`src/rtl/core/nfa_pkg.sv`:
```
// ----------------------------------------------------------------------------
// nfa_pkg
// shared command and status codes of the next-fit identifier allocator
// ----------------------------------------------------------------------------
package nfa_pkg;

  // command field
  typedef enum logic {
    CMD_ALLOC = 1'b0,
    CMD_FREE  = 1'b1
  } cmd_e;

  // result status field
  typedef enum logic [2:0] {
    STATUS_OK           = 3'd0,
    STATUS_FULL         = 3'd1,
    STATUS_TAKEN        = 3'd2,
    STATUS_INVALID      = 3'd3,
    STATUS_ALREADY_FREE = 3'd4
  } status_e;

  // identifier table size, the field widths below are sized for it
  localparam int unsigned NumIds      = 64;

  localparam int unsigned IdentWidth  = 7;
  localparam int unsigned GrantWidth  = 6;
  localparam int unsigned CountWidth  = 7;
  localparam int unsigned StatusWidth = 3;

endpackage

```
`src/rtl/core/nfa_used_ram.sv`:
```
// ----------------------------------------------------------------------------
// nfa_used_ram
// used-bit store, one write port and one read port, registered read data
// ----------------------------------------------------------------------------
module nfa_used_ram #(
  parameter int unsigned Depth = 64,
  parameter int unsigned AddrW = 6
) (
  input  logic             clk_i,
  input  logic             we_i,
  input  logic [AddrW-1:0] waddr_i,
  input  logic             wdata_i,
  input  logic             re_i,
  input  logic [AddrW-1:0] raddr_i,
  output logic             rdata_o
);

  logic mem [Depth];
  logic rdata_q;

  always_ff @(posedge clk_i) begin
    if (we_i) begin
      mem[waddr_i] <= wdata_i;
    end
  end

  always_ff @(posedge clk_i) begin
    if (re_i) begin
      rdata_q <= mem[raddr_i];
    end
  end

  assign rdata_o = rdata_q;

endmodule

```
`src/rtl/core/next_fit_id_allocator_core.sv`:
```
// ----------------------------------------------------------------------------
// next_fit_id_allocator_core
// identifier allocator: used-bit memory, in-use count and next-fit search
// ----------------------------------------------------------------------------
//
// channel   direction  transfer                    payload
// command   in         start && !busy at clk edge  cmd_i, ident_i
// result    out        done_o high for one cycle   status_o, granted_id_o,
//                                                  in_use_count_o
//
// sequence: full table or invalid free is answered from idle with no memory read;
//   a named allocate or a free does one memory read, then the write-back; an
//   any-identifier allocate checks one used bit per cycle through the single
//   memory read port.
// reset: after rst_ni rises a clearing pass writes every used bit to zero,
//   with busy high; no command is taken meanwhile.
// stalls: the receiver cannot hold results off; busy is the only back-pressure.
//
module next_fit_id_allocator_core
  import nfa_pkg::*;
(
  input  logic                   clk_i,
  input  logic                   rst_ni,
  input  logic                   start,
  output logic                   busy,
  input  logic                   cmd_i,
  input  logic [IdentWidth-1:0]  ident_i,
  output logic                   done_o,
  output logic [StatusWidth-1:0] status_o,
  output logic [GrantWidth-1:0]  granted_id_o,
  output logic [CountWidth-1:0]  in_use_count_o
);

  localparam int unsigned AW = (NumIds > 1) ? $clog2(NumIds) : 1;
  localparam int unsigned CW = $clog2(NumIds + 1);
  localparam logic [AW-1:0] LastAddr = AW'(NumIds - 1);
  localparam logic [CW-1:0] FullCount = CW'(NumIds);

  // controller states
  localparam logic [1:0] SClear  = 2'd0;
  localparam logic [1:0] SIdle   = 2'd1;
  localparam logic [1:0] SLookup = 2'd2;
  localparam logic [1:0] SScan   = 2'd3;

  function automatic logic [AW-1:0] next_slot(input logic [AW-1:0] a);
    next_slot = (a == LastAddr) ? '0 : a + 1'b1;
  endfunction

  logic [1:0]    state_q, state_d;
  logic [AW-1:0] ptr_q, ptr_d;           // next-fit search pointer
  logic [CW-1:0] count_q, count_d;       // identifiers in use
  logic [AW-1:0] clr_q, clr_d;           // clearing pass address
  logic          cmd_q, cmd_d;
  logic [AW-1:0] addr_q, addr_d;         // address whose read data is pending
  logic [AW-1:0] scan_q, scan_d;         // next address to read in a scan
  logic [AW-1:0] checked_q, checked_d;   // entries checked so far in a scan

  logic                   done_q, done_d;
  logic [StatusWidth-1:0] status_q, status_d;
  logic [GrantWidth-1:0]  grant_q, grant_d;
  logic [CountWidth-1:0]  out_cnt_q;

  // memory port
  logic          we, wdata, re, rdata;
  logic [AW-1:0] waddr, raddr;

  logic ident_valid;

  assign ident_valid = ({25'b0, ident_i} < 32'(NumIds));

  always_comb begin
    state_d   = state_q;
    ptr_d     = ptr_q;
    count_d   = count_q;
    clr_d     = clr_q;
    cmd_d     = cmd_q;
    addr_d    = addr_q;
    scan_d    = scan_q;
    checked_d = checked_q;
    done_d    = 1'b0;
    status_d  = status_q;
    grant_d   = grant_q;
    we        = 1'b0;
    waddr     = addr_q;
    wdata     = 1'b0;
    re        = 1'b0;
    raddr     = AW'(ident_i);
    busy      = 1'b1;

    unique case (state_q)
      SClear: begin
        // sweep every used bit to free
        we    = 1'b1;
        waddr = clr_q;
        wdata = 1'b0;
        clr_d = clr_q + 1'b1;
        if (clr_q == LastAddr) begin
          state_d = SIdle;
        end
      end

      SIdle: begin
        // busy is low here, so start alone marks a transfer
        busy = 1'b0;
        if (start) begin
          cmd_d  = cmd_i;
          addr_d = AW'(ident_i);
          if (cmd_i == CMD_FREE) begin
            if (!ident_valid) begin
              done_d   = 1'b1;
              status_d = STATUS_INVALID;
              grant_d  = '0;
            end else begin
              re      = 1'b1;
              state_d = SLookup;
            end
          end else if (count_q >= FullCount) begin
            // full wins even over a named request
            done_d   = 1'b1;
            status_d = STATUS_FULL;
            grant_d  = '0;
          end else if (ident_valid) begin
            re      = 1'b1;
            state_d = SLookup;
          end else begin
            // any identifier: start the next-fit scan at the pointer
            re        = 1'b1;
            raddr     = ptr_q;
            addr_d    = ptr_q;
            scan_d    = next_slot(ptr_q);
            checked_d = '0;
            state_d   = SScan;
          end
        end
      end

      SLookup: begin
        done_d  = 1'b1;
        grant_d = '0;
        state_d = SIdle;
        if (cmd_q == CMD_FREE) begin
          if (!rdata) begin
            status_d = STATUS_ALREADY_FREE;
          end else begin
            we       = 1'b1;
            wdata    = 1'b0;
            status_d = STATUS_OK;
            if (count_q != '0) begin
              count_d = count_q - 1'b1;
            end
          end
        end else begin
          if (rdata) begin
            status_d = STATUS_TAKEN;
          end else begin
            we       = 1'b1;
            wdata    = 1'b1;
            count_d  = count_q + 1'b1;
            status_d = STATUS_OK;
            grant_d  = GrantWidth'(addr_q);
          end
        end
      end

      SScan: begin
        // rdata belongs to addr_q; the read of scan_q goes out meanwhile
        re    = 1'b1;
        raddr = scan_q;
        if (!rdata) begin
          we       = 1'b1;
          wdata    = 1'b1;
          count_d  = count_q + 1'b1;
          ptr_d    = next_slot(addr_q);
          done_d   = 1'b1;
          status_d = STATUS_OK;
          grant_d  = GrantWidth'(addr_q);
          state_d  = SIdle;
        end else if (checked_q == LastAddr) begin
          // whole table seen without a free bit, pointer stays put
          done_d   = 1'b1;
          status_d = STATUS_FULL;
          grant_d  = '0;
          state_d  = SIdle;
        end else begin
          addr_d    = scan_q;
          scan_d    = next_slot(scan_q);
          checked_d = checked_q + 1'b1;
        end
      end

      default: begin
        state_d = SClear;
      end
    endcase
  end

  always_ff @(posedge clk_i or negedge rst_ni) begin
    if (!rst_ni) begin
      state_q <= SClear;
      ptr_q   <= '0;
      count_q <= '0;
      clr_q   <= '0;
      done_q  <= 1'b0;
    end else begin
      state_q <= state_d;
      ptr_q   <= ptr_d;
      count_q <= count_d;
      clr_q   <= clr_d;
      done_q  <= done_d;
    end
  end

  // payload registers
  always_ff @(posedge clk_i) begin
    cmd_q     <= cmd_d;
    addr_q    <= addr_d;
    scan_q    <= scan_d;
    checked_q <= checked_d;
    status_q  <= status_d;
    grant_q   <= grant_d;
    if (done_d) begin
      out_cnt_q <= CountWidth'(count_d);
    end
  end

  nfa_used_ram #(
    .Depth (NumIds),
    .AddrW (AW)
  ) u_used_ram (
    .clk_i   (clk_i),
    .we_i    (we),
    .waddr_i (waddr),
    .wdata_i (wdata),
    .re_i    (re),
    .raddr_i (raddr),
    .rdata_o (rdata)
  );

  assign done_o         = done_q;
  assign status_o       = status_q;
  assign granted_id_o   = grant_q;
  assign in_use_count_o = out_cnt_q;

endmodule
```
`config.mk`:
```
export PLATFORM = sky130hd
export DESIGN_NAME = next_fit_id_allocator_core
export DESIGN_NICKNAME = d
export VERILOG_FILES = /design/src/rtl/core/nfa_pkg.sv /design/src/rtl/core/nfa_used_ram.sv /design/src/rtl/core/next_fit_id_allocator_core.sv
export SDC_FILE = /design/constraint.sdc
export NUM_CORES = 1
export LEC_CHECK = 0
export BUFFER_PORTS_ARGS = -buffer_cell sky130_fd_sc_hd__buf_2
export CAP_MARGIN = 20
export CORE_UTILIZATION = 45
export DETAILED_ROUTE_END_ITERATION = 10
export PLACE_DENSITY_LB_ADDON = 0.1
export REMOVE_ABC_BUFFERS = 1
export SLEW_MARGIN = 30
export SYNTH_ARGS = -nofsm -noshare
export SYNTH_HDL_FRONTEND = slang
export SYNTH_HIERARCHICAL = 1
export SYNTH_SLANG_ARGS = --single-unit
export TNS_END_PERCENT = 20
```
`constraint.sdc`:
```
create_clock -name clk_i -period 3 [get_ports clk_i]
set_input_delay 0.45 -clock clk_i [delete_from_list [all_inputs] [get_ports clk_i]]
set_output_delay 0.45 -clock clk_i [all_outputs]
set_load 0.01 [all_outputs]
```
* Yosys cells after proc, flatten, opt, wreduce, memory -nomap -nowiden
Memories as Yosys holds them, arrays and structs flattened. A register that Yosys moved wholly into a read port is not among the register bits.
Cells that the tools add are included.
** Storage, ports and cells
- Register bits after elaboration :: 57
- Bits in writable memories :: 64
- Input bits :: 11
- Output and inout port bits :: 18
- Memories kept :: 1
** Memory list
- u_used_ram.mem :: depth 64, width 1, read ports 1, clocked after memory_dff 1, wr ports 1, line nfa_used_ram.sv:18 : logic mem [Depth];
** Cells by class
- Add/sub/neg operators :: 7
- $lt $le $gt $ge :: 2
- Equal/unequal tests :: 20
- Muxes and demuxes :: 80
- Bitwise gates (word level) :: 1
- Reduce and logical (&&, ||, !) cells :: 10
** Operators with widths (number)
- 2-to-1 mux 6 bit :: 30
- one-hot mux 6 bit (2 select lines) :: 4
- adder 6 x 1 -> 6 bit (second input constant) :: 5
- equality test 6 bit (second input constant) :: 5
- 2-to-1 mux 7 bit :: 4
- 2-to-1 mux 3 bit :: 8
- 2-to-1 mux 1 bit :: 18
- one-hot mux 6 bit (3 select lines) :: 1
- 2-to-1 mux 2 bit :: 8
- inequality test 3 bit (second input constant) :: 5
- one-hot mux 7 bit (2 select lines) :: 1
- inequality test 2 bit (second input constant) :: 6
- AND reduction 5 bit :: 2
- one-hot mux 3 bit (3 select lines) :: 1
- one-hot mux 2 bit (4 select lines) :: 1
- adder 7 x 1 -> 7 bit (second input constant) :: 1
- greater-or-equal comparator 7 bit (second input constant) :: 1
- less-than comparator 7 bit (second input constant) :: 1
- AND reduction 7 bit :: 1
- nonzero test 7 bit :: 1
- subtractor 7 x 1 -> 7 bit (second input constant) :: 1
- one-hot mux 1 bit (3 select lines) :: 2
- equality test 2 bit (second input constant) :: 2
- one-hot mux 1 bit (2 select lines) :: 2
- 8 further kinds :: 9

* Depth between registers and ports, before layout
Gate-level depths: netlist of run 1.
- Depth after elaboration :: 7
- Depth in mapped cells :: 12
- Gate-level depth less buffers :: 8

* Hierarchy
Netlist of run 1, hierarchy kept.
** By module, submodules not included
- next_fit_id_allocator_core :: instances 1, cells each 310, area each 3255.6 µm², seq. area each 1601.5 µm²
- nfa_used_ram :: instances 1, cells each 206, area each 2929.1 µm², seq. area each 1951.9 µm²

* Least setup slack after synthesis of run 1
OpenSTA, ideal clock, no wires.
- Path type :: register to register
- Start point :: register count_q[6]
- End point :: register u_used_ram.rdata_q (netlist: u_used_ram/rdata_o), read port of u_used_ram.mem, data pin
- Library setup time :: 0.257 ns
- Arrival :: 2.867 ns
- Data required time :: 2.743 ns
- Setup slack :: -0.124 ns
- Cell stages (with the launch flop) :: 11
- Path buffers :: 3
- Clock period less this slack :: 3.124 ns
- Cell sequence :: dfrtp_1 -> nor3b_1 -> buf_4 -> buf_4 -> o21ai_1 -> a21oi_1 -> buf_6 -> mux4_2 -> mux4_2 -> or2_0 -> a32o_1
** Between the ends
- Longest elaborated chain between the ends :: 5
- Elaborated cells on any way between the ends :: 9
- Those cells by class :: order compare: 1; mux: 8
** Ends and longest elaborated chain
- from (decl) :: line next_fit_id_allocator_core.sv:51 : logic [CW-1:0] count_q, count_d;
- from (signal assigned) :: line next_fit_id_allocator_core.sv:207 : count_q <= count_d;
- greater-or-equal comparator 7 bit :: line next_fit_id_allocator_core.sv:117 : end else if (count_q >= FullCount) begin
- 2-to-1 mux 6 bit :: line next_fit_id_allocator_core.sv:117
- 2-to-1 mux 6 bit :: line next_fit_id_allocator_core.sv:108 : if (cmd_i == CMD_FREE) begin
- 2-to-1 mux 6 bit :: line next_fit_id_allocator_core.sv:105 : if (start) begin
- one-hot mux 6 bit (2 select lines) :: line next_fit_id_allocator_core.sv:90 : unique case (state_q)
- via raddr[1] :: line next_fit_id_allocator_core.sv:65 : logic [AW-1:0] waddr, raddr;
- to (decl) :: line nfa_used_ram.sv:19 : logic rdata_q;
The timed path passes the listed nets, and every way through them passes these cells.
A chain may end at the register's enable or synchronous reset.

* Final worst setup path of run 1
Ends and elaborated chain as after synthesis.

==> results.json, run 1 <==
{
  "status": "finished clean",
  "final-setup-viol-count": 0,
  "hold_path.class": "input pin to async pin",
  "grtUsageMet1": 0.273,
  "ant_nets": 0,
  "power_density_nw_per_um2": 1040,
  "initial_utilization": 0.463,
  "placed_cells": 717,
  "wl_um": 13400,
  "die_w_um": 119,
  "intPower_w": 0.00482,
  "routedWlPerCell_um": 17.9,
  "syn_area_um2": 6180,
  "synthFlopType": "edfxtp_1",
  "clock-sinks": 122,
  "diodes": 0,
  "fin_crit_ns": 2.87,
  "finalSetupTns_ns": 0,
  "ys_ff_latch": 122,
  "rsz0062_at_grt": "no",
  "dp_hpwl_um": 9370,
  "p_sw_w": 0.00272,
  "p_sw_frac": 0.361,
  "cts_max_level": 4,
  "core_area_um2": 13300,
  "slew_headroom": 0.515,
  "drt-vias-per-instance": 5.48,
  "die-area_um2": 14200,
  "max_freq_ghz": 0.349,
  "setup.worst_path.start_class": "flop",
  "p_clk_frac": 0.267,
  "via_count": 4114,
  "drc_errors": 0,
  "netlist_instances": 516,
  "power_frac_seq": 0.364,
  "clk_latency_ns": 0.42,
  "nets": 584,
  "synth_warnings": 6,
  "clock_path_buffers": 2,
  "async_flop_share": 0.180,
  "grt_max_degree": 35,
  "total_power_w": 0.00754,
  "grt_pass1_wl_um": 21900,
  "synth_edf_count": 100,
  "comb_power_share": 0.369,
  "cp_data_required_time_ns": 3.17,
  "period_share": 0.956,
  "end_kind": "flop",
  "cap_violations": 0,
  "clkTransAtPathRegs_ns": 0.06,
  "critPathMaxFanout": 5,
  "drive_gt1_frac": 0.200,
  "crit_arrival_ns": 3.04,
  "port_buffers": 28,
  "grt_busiest_layer": "met2",
  "layout_commonest_cell": "edfxtp_1",
  "antenna_found_initial": 0,
  "ir_worst_vdd_uv": 516,
  "place.gp.congestion": 0.854,
  "skew_ns": 0.00903,
  "grt_pass1_vias": 4107,
  "track_usage": 0.206,
  "grt-ovfl-total": 0,
  "final_max_slew_viol_count": 0,
  "mostFrequentLayoutCells": "100 x edfxtp_1, 88 x nor2_1, 41 x nand2_1, 28 x buf_2, 23 x buf_4",
  "dr.pass1.iters": 5,
  "syn2layout_area_growth_pct": 16.9,
  "instances_no_fill": 751,
  "rows": 42,
  "io_pins": 29,
  "ctsRootBufferMaster": "clkbuf_16",
  "syn_avg_cell_area_um2": 12.0,
  "tightestPinTransition_ns": 0.725,
  "gr-usage-met2": 0.336,
  "cts_tree": "done",
  "die_h_um": 119,
  "numCtsBuffers": 17,
  "drt_iter0_markers": 293,
  "synth_cell_type_count": 60,
  "hold_viol": 0,
  "ys_seq_area_frac": 0.575,
  "ctsHoldBuffers": 0,
  "grt.met3_usage": 0.0417,
  "worstSetupPathType": "flop to flop",
  "p_leak_nw": 2.62
}
==> logic make-up after synthesis <==
family / share of synthesized area
AO/OA/AOI/OAI: 0.0747
XOR/XNOR: 0.0269
adder cells (fa/ha/maj): 0.0202
buffers and inverters: 0.0281
flip-flops: 0.575
multiplexers: 0.101
AND/OR/NAND/NOR: 0.175
==> synthesized netlist by cell type (6+ instances only) <==
library cell	number	area, um^2
nor2b_1	9	56.3
inv_1	7	26.3
mux4_1	7	184
mux2i_1	10	100
nand3_1	20	100
and2_1	11	68.8
o21ai_1	8	40.0
xnor2_1	9	78.8
edfxtp_1	100	3000
nor2_1	89	334
nand2_1	41	154
o21ai_0	14	70.1
xor2_1	10	87.6
mux4_2	10	225
and3_1	9	56.3
mux2_2	9	101
o22ai_1	10	62.6
clkbuf_1	13	48.8
a21oi_1	17	85.1
nand3b_1	10	75.1
ha_1	10	125
dfrtp_1	22	551
nor3_1	6	30.0
==> sequential cells by signal (all words and copies together) (netlist names), 6 cells and up <==
name	cells
ptr_q	6
checked_q	6
granted_id_o	6
addr_q	6
u_used_ram/mem	64
count_q	7
clr_q	6
in_use_count_o	7
scan_q	6
==> what timing repair did <==
action                                  4_1_cts  5_1_grt
gates resized for setup                       1        3
endpoints found under the setup margin        1        1
setup buffers                                 0        3
==> metal layers <==
metal | wire length (um) | part of all wire
met3 | 375 | 0.028
met1 | 6230 | 0.46
met4 | 136 | 0.010
met5 | 0 | 0
met2 | 6700 | 0.50
==> worst paths after layout <==
path | startpoint | endpoint | slack, ns | cells past startpoint
setup / recovery | count_q[6]$_DFF_PN0_ | u_used_ram/rdata_o$_DFFE_PP_ | 0.13 | 7
hold / removal | rst_ni | state_q[1]$_DFFE_PN0P_ | 0.02 | 1
setup reg to reg | count_q[6]$_DFF_PN0_ | u_used_ram/rdata_o$_DFFE_PP_ | 0.13 | 7
hold reg to reg | clr_q[5]$_DFFE_PN0P_ | clr_q[5]$_DFFE_PN0P_ | 0.50 | 1
max in group asynchronous | rst_ni | count_q[0]$_DFF_PN0_ | 2.61 | 1
min in group clk_i | cmd_i | cmd_q$_DFFE_PP_ | 0.38 | 2
==> cell type report <==
| cell class | count | area [um^2] |
|---|---|---|
| inverter | 7 | 26.3 |
| tap | 176 | 220 |
| timing repair buffer | 54 | 364 |
| clock buffer | 17 | 425 |
| clock inverter | 14 | 156 |
| multi-input combinational | 361 | 2490 |
| fill | 1154 | 6120 |
| sequential | 122 | 3550 |
==> critical path, cell delays in order (launching register included) <==
cell and delay [ns]:
dfrtp_1 0.40, nor3b_4 0.30, o21ai_1 0.11, a21oi_2 0.34
mux4_1 0.61, mux4_2 0.47, or2_0 0.21, a32o_1 0.19
==> power by group through the flow <==
stage / Sequential, W / Combinational (W) / Clock, W
5_1_grt: 0.00279 / 0.00309 / 0.00213
4_1_cts: 0.00275 / 0.00279 / 0.00205
3_5_place_dp: 0.00277 / 0.00277 / 0
3_3_place_gp: 0.00277 / 0.00272 / 0
6_report: 0.00274 / 0.00278 / 0.00202
2_1_floorplan: 0.00278 / 0.00177 / 0
==> metrics by stage <==
stage / hold WS [ns] / setup slack (ns) / cell area, um^2 / util
2_1_floorplan: 0.154 / -1.47 / 6040 / -
3_3_place_gp: 0.476 / -0.185 / 6600 / 0.494
3_5_place_dp: 0.468 / -0.258 / 6600 / 0.494
4_1_cts: 0.0302 / 0.0626 / 7180 / 0.538
5_1_grt: 0.0631 / 0.00205 / 7230 / 0.542
6_report: 0.0172 / 0.133 / 7230 / 0.542
Power figures use the tool's default switching activity.
==> run 2: changes to the inputs <==
--- a/config.mk
+++ b/config.mk
@@ -14,6 +14,5 @@
 export SLEW_MARGIN = 30
 export SYNTH_ARGS = -nofsm -noshare
 export SYNTH_HDL_FRONTEND = slang
-export SYNTH_HIERARCHICAL = 1
 export SYNTH_SLANG_ARGS = --single-unit
 export TNS_END_PERCENT = 20
==> constraint.sdc (replaced) <==
create_clock -name clk_i -period 2.95 [get_ports clk_i]
set_input_delay 0.4425 -clock clk_i [delete_from_list [all_inputs] [get_ports clk_i]]
set_output_delay 0.4425 -clock clk_i [all_outputs]
set_load 0.01 [all_outputs]
==> run 2 against run 1 <==
Design area is 2.0% higher; via count is 22% higher; global-route usage is 3.3 points higher; worst setup slack better by 0.068 ns; worst hold slack worse by 0.0059 ns; sequential power is 6% lower; register-to-register slack better by 0.07 ns; routed wire length is 21% higher; die area is 3.5% higher; critical path depth is 2 higher; highest routed layer unchanged.
==> results.json, run 2 <==
{
  "cts_tree": "done",
  "synth_most_common_cell": "nor2_1",
  "syn_area_um2": 6400,
  "synth_commonest_cells": "106 x nor2_1, 100 x edfxtp_1, 80 x nand2_1",
  "wl_um": 16300,
  "ctsRootBufferMaster": "clkbuf_16",
  "clkTransAtPathRegs_ns": 0.05,
  "synth_mux_area_frac": 0.0485,
  "clock-sinks": 122,
  "drt-vias-per-instance": 5.84,
  "final_max_slew_viol_count": 0,
  "rows": 43,
  "track_usage": 0.239,
  "netlist_instances": 617,
  "top_register": "u_used_ram.mem",
  "synth_compound_area_frac": 0.130,
  "synth_edf_count": 100,
  "nets": 686,
  "grtUsageMet1": 0.340,
  "fin_crit_ns": 2.75,
  "timing.hold.ws_ns": 0.0113,
  "hold_viol": 0,
  "synth_top_family_by_area": "simple AND/OR/NAND/NOR gates",
  "tightestPinTransition_ns": 0.667,
  "hold_path.class": "input pin to async pin",
  "status": "finished clean",
  "synth_top_area_share": 0.469,
  "ctsHoldBuffers": 0,
  "intPower_w": 0.00422,
  "grt_busiest_layer": "met2",
  "worstSetupPathType": "flop to flop",
  "antenna_found_initial": 0,
  "cap_violations": 0,
  "layout_commonest_cell": "nor2_1",
  "clock_path_buffers": 2,
  "rsz0062_at_grt": "no",
  "power_density_nw_per_um2": 905,
  "gr-usage-met2": 0.357,
  "p_sw_w": 0.00246,
  "p_sw_frac": 0.368,
  "syn2layout_area_growth_pct": 15.3,
  "dp_hpwl_um": 11400,
  "netlist_top_cells_area": "edfxtp_1 47%, dfrtp_1 8.6%, nor2_1 6.2%, nand2_1 4.7%, mux2i_1 3.9%",
  "yosys.area_share.simple": 0.186,
  "largest_reg_flops": 64,
  "diodes": 0,
  "io_pins": 29,
  "seq_area_um2": 3550,
  "synth_warnings": 0,
  "port_buffers": 28,
  "ys_seq_area_frac": 0.555,
  "power_frac_seq": 0.384,
  "syn_avg_cell_area_um2": 10.4,
  "p_leak_nw": 2.74,
  "synth_cell_type_count": 64,
  "via_count": 5008,
  "dr.pass1.iters": 5,
  "grt-ovfl-total": 0,
  "core_area_um2": 13900,
  "die_w_um": 121,
  "critPathMaxFanout": 12,
  "cp_data_required_time_ns": 3.12,
  "max_freq_ghz": 0.364,
  "drt_iter0_markers": 436,
  "reg2reg_depth": 9,
  "clk_latency_ns": 0.42,
  "slew_headroom": 0.553,
  "async_flop_share": 0.180,
  "die-area_um2": 14700,
  "ys_ff_latch": 122,
  "drc_errors": 0,
  "cts_max_level": 4,
  "postCtsSetupBuffers": 0,
  "comb_power_share": 0.336,
  "synthAdderAreaFrac": 0.0195,
  "die_h_um": 121,
  "ir_worst_vdd_uv": 477,
  "multi_input_area_um2": 2650,
  "grt_max_degree": 65,
  "worst_slack_ns": 0.201,
  "routedWlPerCell_um": 19.0,
  "numCtsBuffers": 17,
  "p_clk_frac": 0.280,
  "place_ws_ns": 0.0650,
  "grt_pass1_wl_um": 26400,
  "initial_utilization": 0.461,
  "final-setup-viol-count": 0,
  "period_share": 0.932,
  "grt_pass1_vias": 5002,
  "fillCellCount": 1225,
  "synthFlopType": "edfxtp_1",
  "crit_arrival_ns": 2.92,
  "setup.worst_path.start_class": "flop",
  "mostFrequentLayoutCells": "104 x nor2_1, 100 x edfxtp_1, 80 x nand2_1, 33 x o21ai_0, 31 x buf_4",
  "skew_ns": 0.00588,
  "grt.met3_usage": 0.0503,
  "yosys.area_share.xor_xnor": 0.0274,
  "place.gp.congestion": 0.914,
  "synth.largest_area_cell": "edfxtp_1",
  "ant_nets": 0,
  "drive_gt1_frac": 0.149,
  "end_kind": "flop"
}
-- run 2: changes by cell type in the layout (fill, tap and decap cells not counted), moves of 6 or more --
| cell | before | now |
|---|---|---|
| nand2_1 | 41 | 80 |
| o21ai_0 | 14 | 33 |
| nor2_1 | 88 | 104 |
| mux2i_1 | 10 | 25 |
| a21oi_1 | 15 | 25 |
| mux4_2 | 10 | 0 |
| and2_1 | 11 | 2 |
| buf_4 | 23 | 31 |
| nand3b_1 | 10 | 2 |
| and3_1 | 9 | 16 |
| mux4_1 | 7 | 0 |
| a2111oi_0 | 0 | 6 |
-- run 2: path summary, 6_finish.rpt --
check                                             from                           end  slack (ns)
worst max-delay path            state_q[0]$_DFFE_PN0P_  u_used_ram.rdata_o$_DFFE_PP_        0.20
worst min-delay path                            rst_ni          count_q[2]$_DFF_PN0_        0.01
worst max register to register  state_q[0]$_DFFE_PN0P_  u_used_ram.rdata_o$_DFFE_PP_        0.20
worst min register to register    clr_q[4]$_DFFE_PN0P_          clr_q[4]$_DFFE_PN0P_        0.54
max in group asynchronous                       rst_ni          ptr_q[4]$_DFFE_PN0P_        2.56
min in group clk_i                               cmd_i               cmd_q$_DFFE_PP_        0.31
-- run 2: area by class of cell --
type / instances / area share
clock buffer: 22 / 0.0602
inverter: 13 / 0.00661
clock inverter: 10 / 0.0105
tap: 180 / 0.0305
sequential: 122 / 0.482
timing repair buffer: 60 / 0.0512
multi-input combinational: 451 / 0.359
-- run 2: cells by family after synthesis --
| logic type | after synthesis |
|---|---|
| AND/OR/NAND/NOR | 265 |
| AO/OA/AOI/OAI | 126 |
| multiplexers | 30 |
| adder cells (fa/ha/maj) | 10 |
| XOR/XNOR | 20 |
| flip-flops | 122 |
| buffers and inverters | 44 |
-- run 2: through the flow --
step,cell area (um^2),std cells,util,setup TNS (ns),power [W]
finish,7380,858,0.532,0,0.00668
detailed placement,6850,825,0.493,0,0.00480
CTS,7370,857,0.531,0,0.00668
global route,7380,858,0.532,0,0.00705
global placement,6850,825,0.493,0,0.00475
floorplan,6240,586,-,-10.51,0.00395
-- run 2: layer usage --
metal	wire [um]	up-vias
met1	7850	2464
li1	-	2357
met4	266	0
met3	865	25
met5	0	-
met2	7290	162
-- run 2: worst max-delay path, cell delays in order (launching register included) --
cell and delay (ns):
dfrtp_1 0.44, nor2b_1 0.20, nand2_1 0.21, inv_1 0.20
a31o_2 0.38, a2111oi_0 0.49, nor2_1 0.10, nand2_1 0.07
a211oi_1 0.05, o311a_1 0.36
-- run 2: power by group through the flow --
stage	Combinational, W	Clock, W	Sequential (W)
after CTS	0.00223	0.00189	0.00256
after detailed placement	0.00221	0	0.00259
after global routing	0.00249	0.00195	0.00261
after floorplan	0.00138	0	0.00256
final	0.00224	0.00187	0.00257
after global placement	0.00217	0	0.00258
-- run 2: timing repair --
action | 4_1_cts | 5_1_grt
hold endpoints to repair | 0 | 0
setup endpoints to repair | 0 | 1
gates resized for setup | 0 | 1
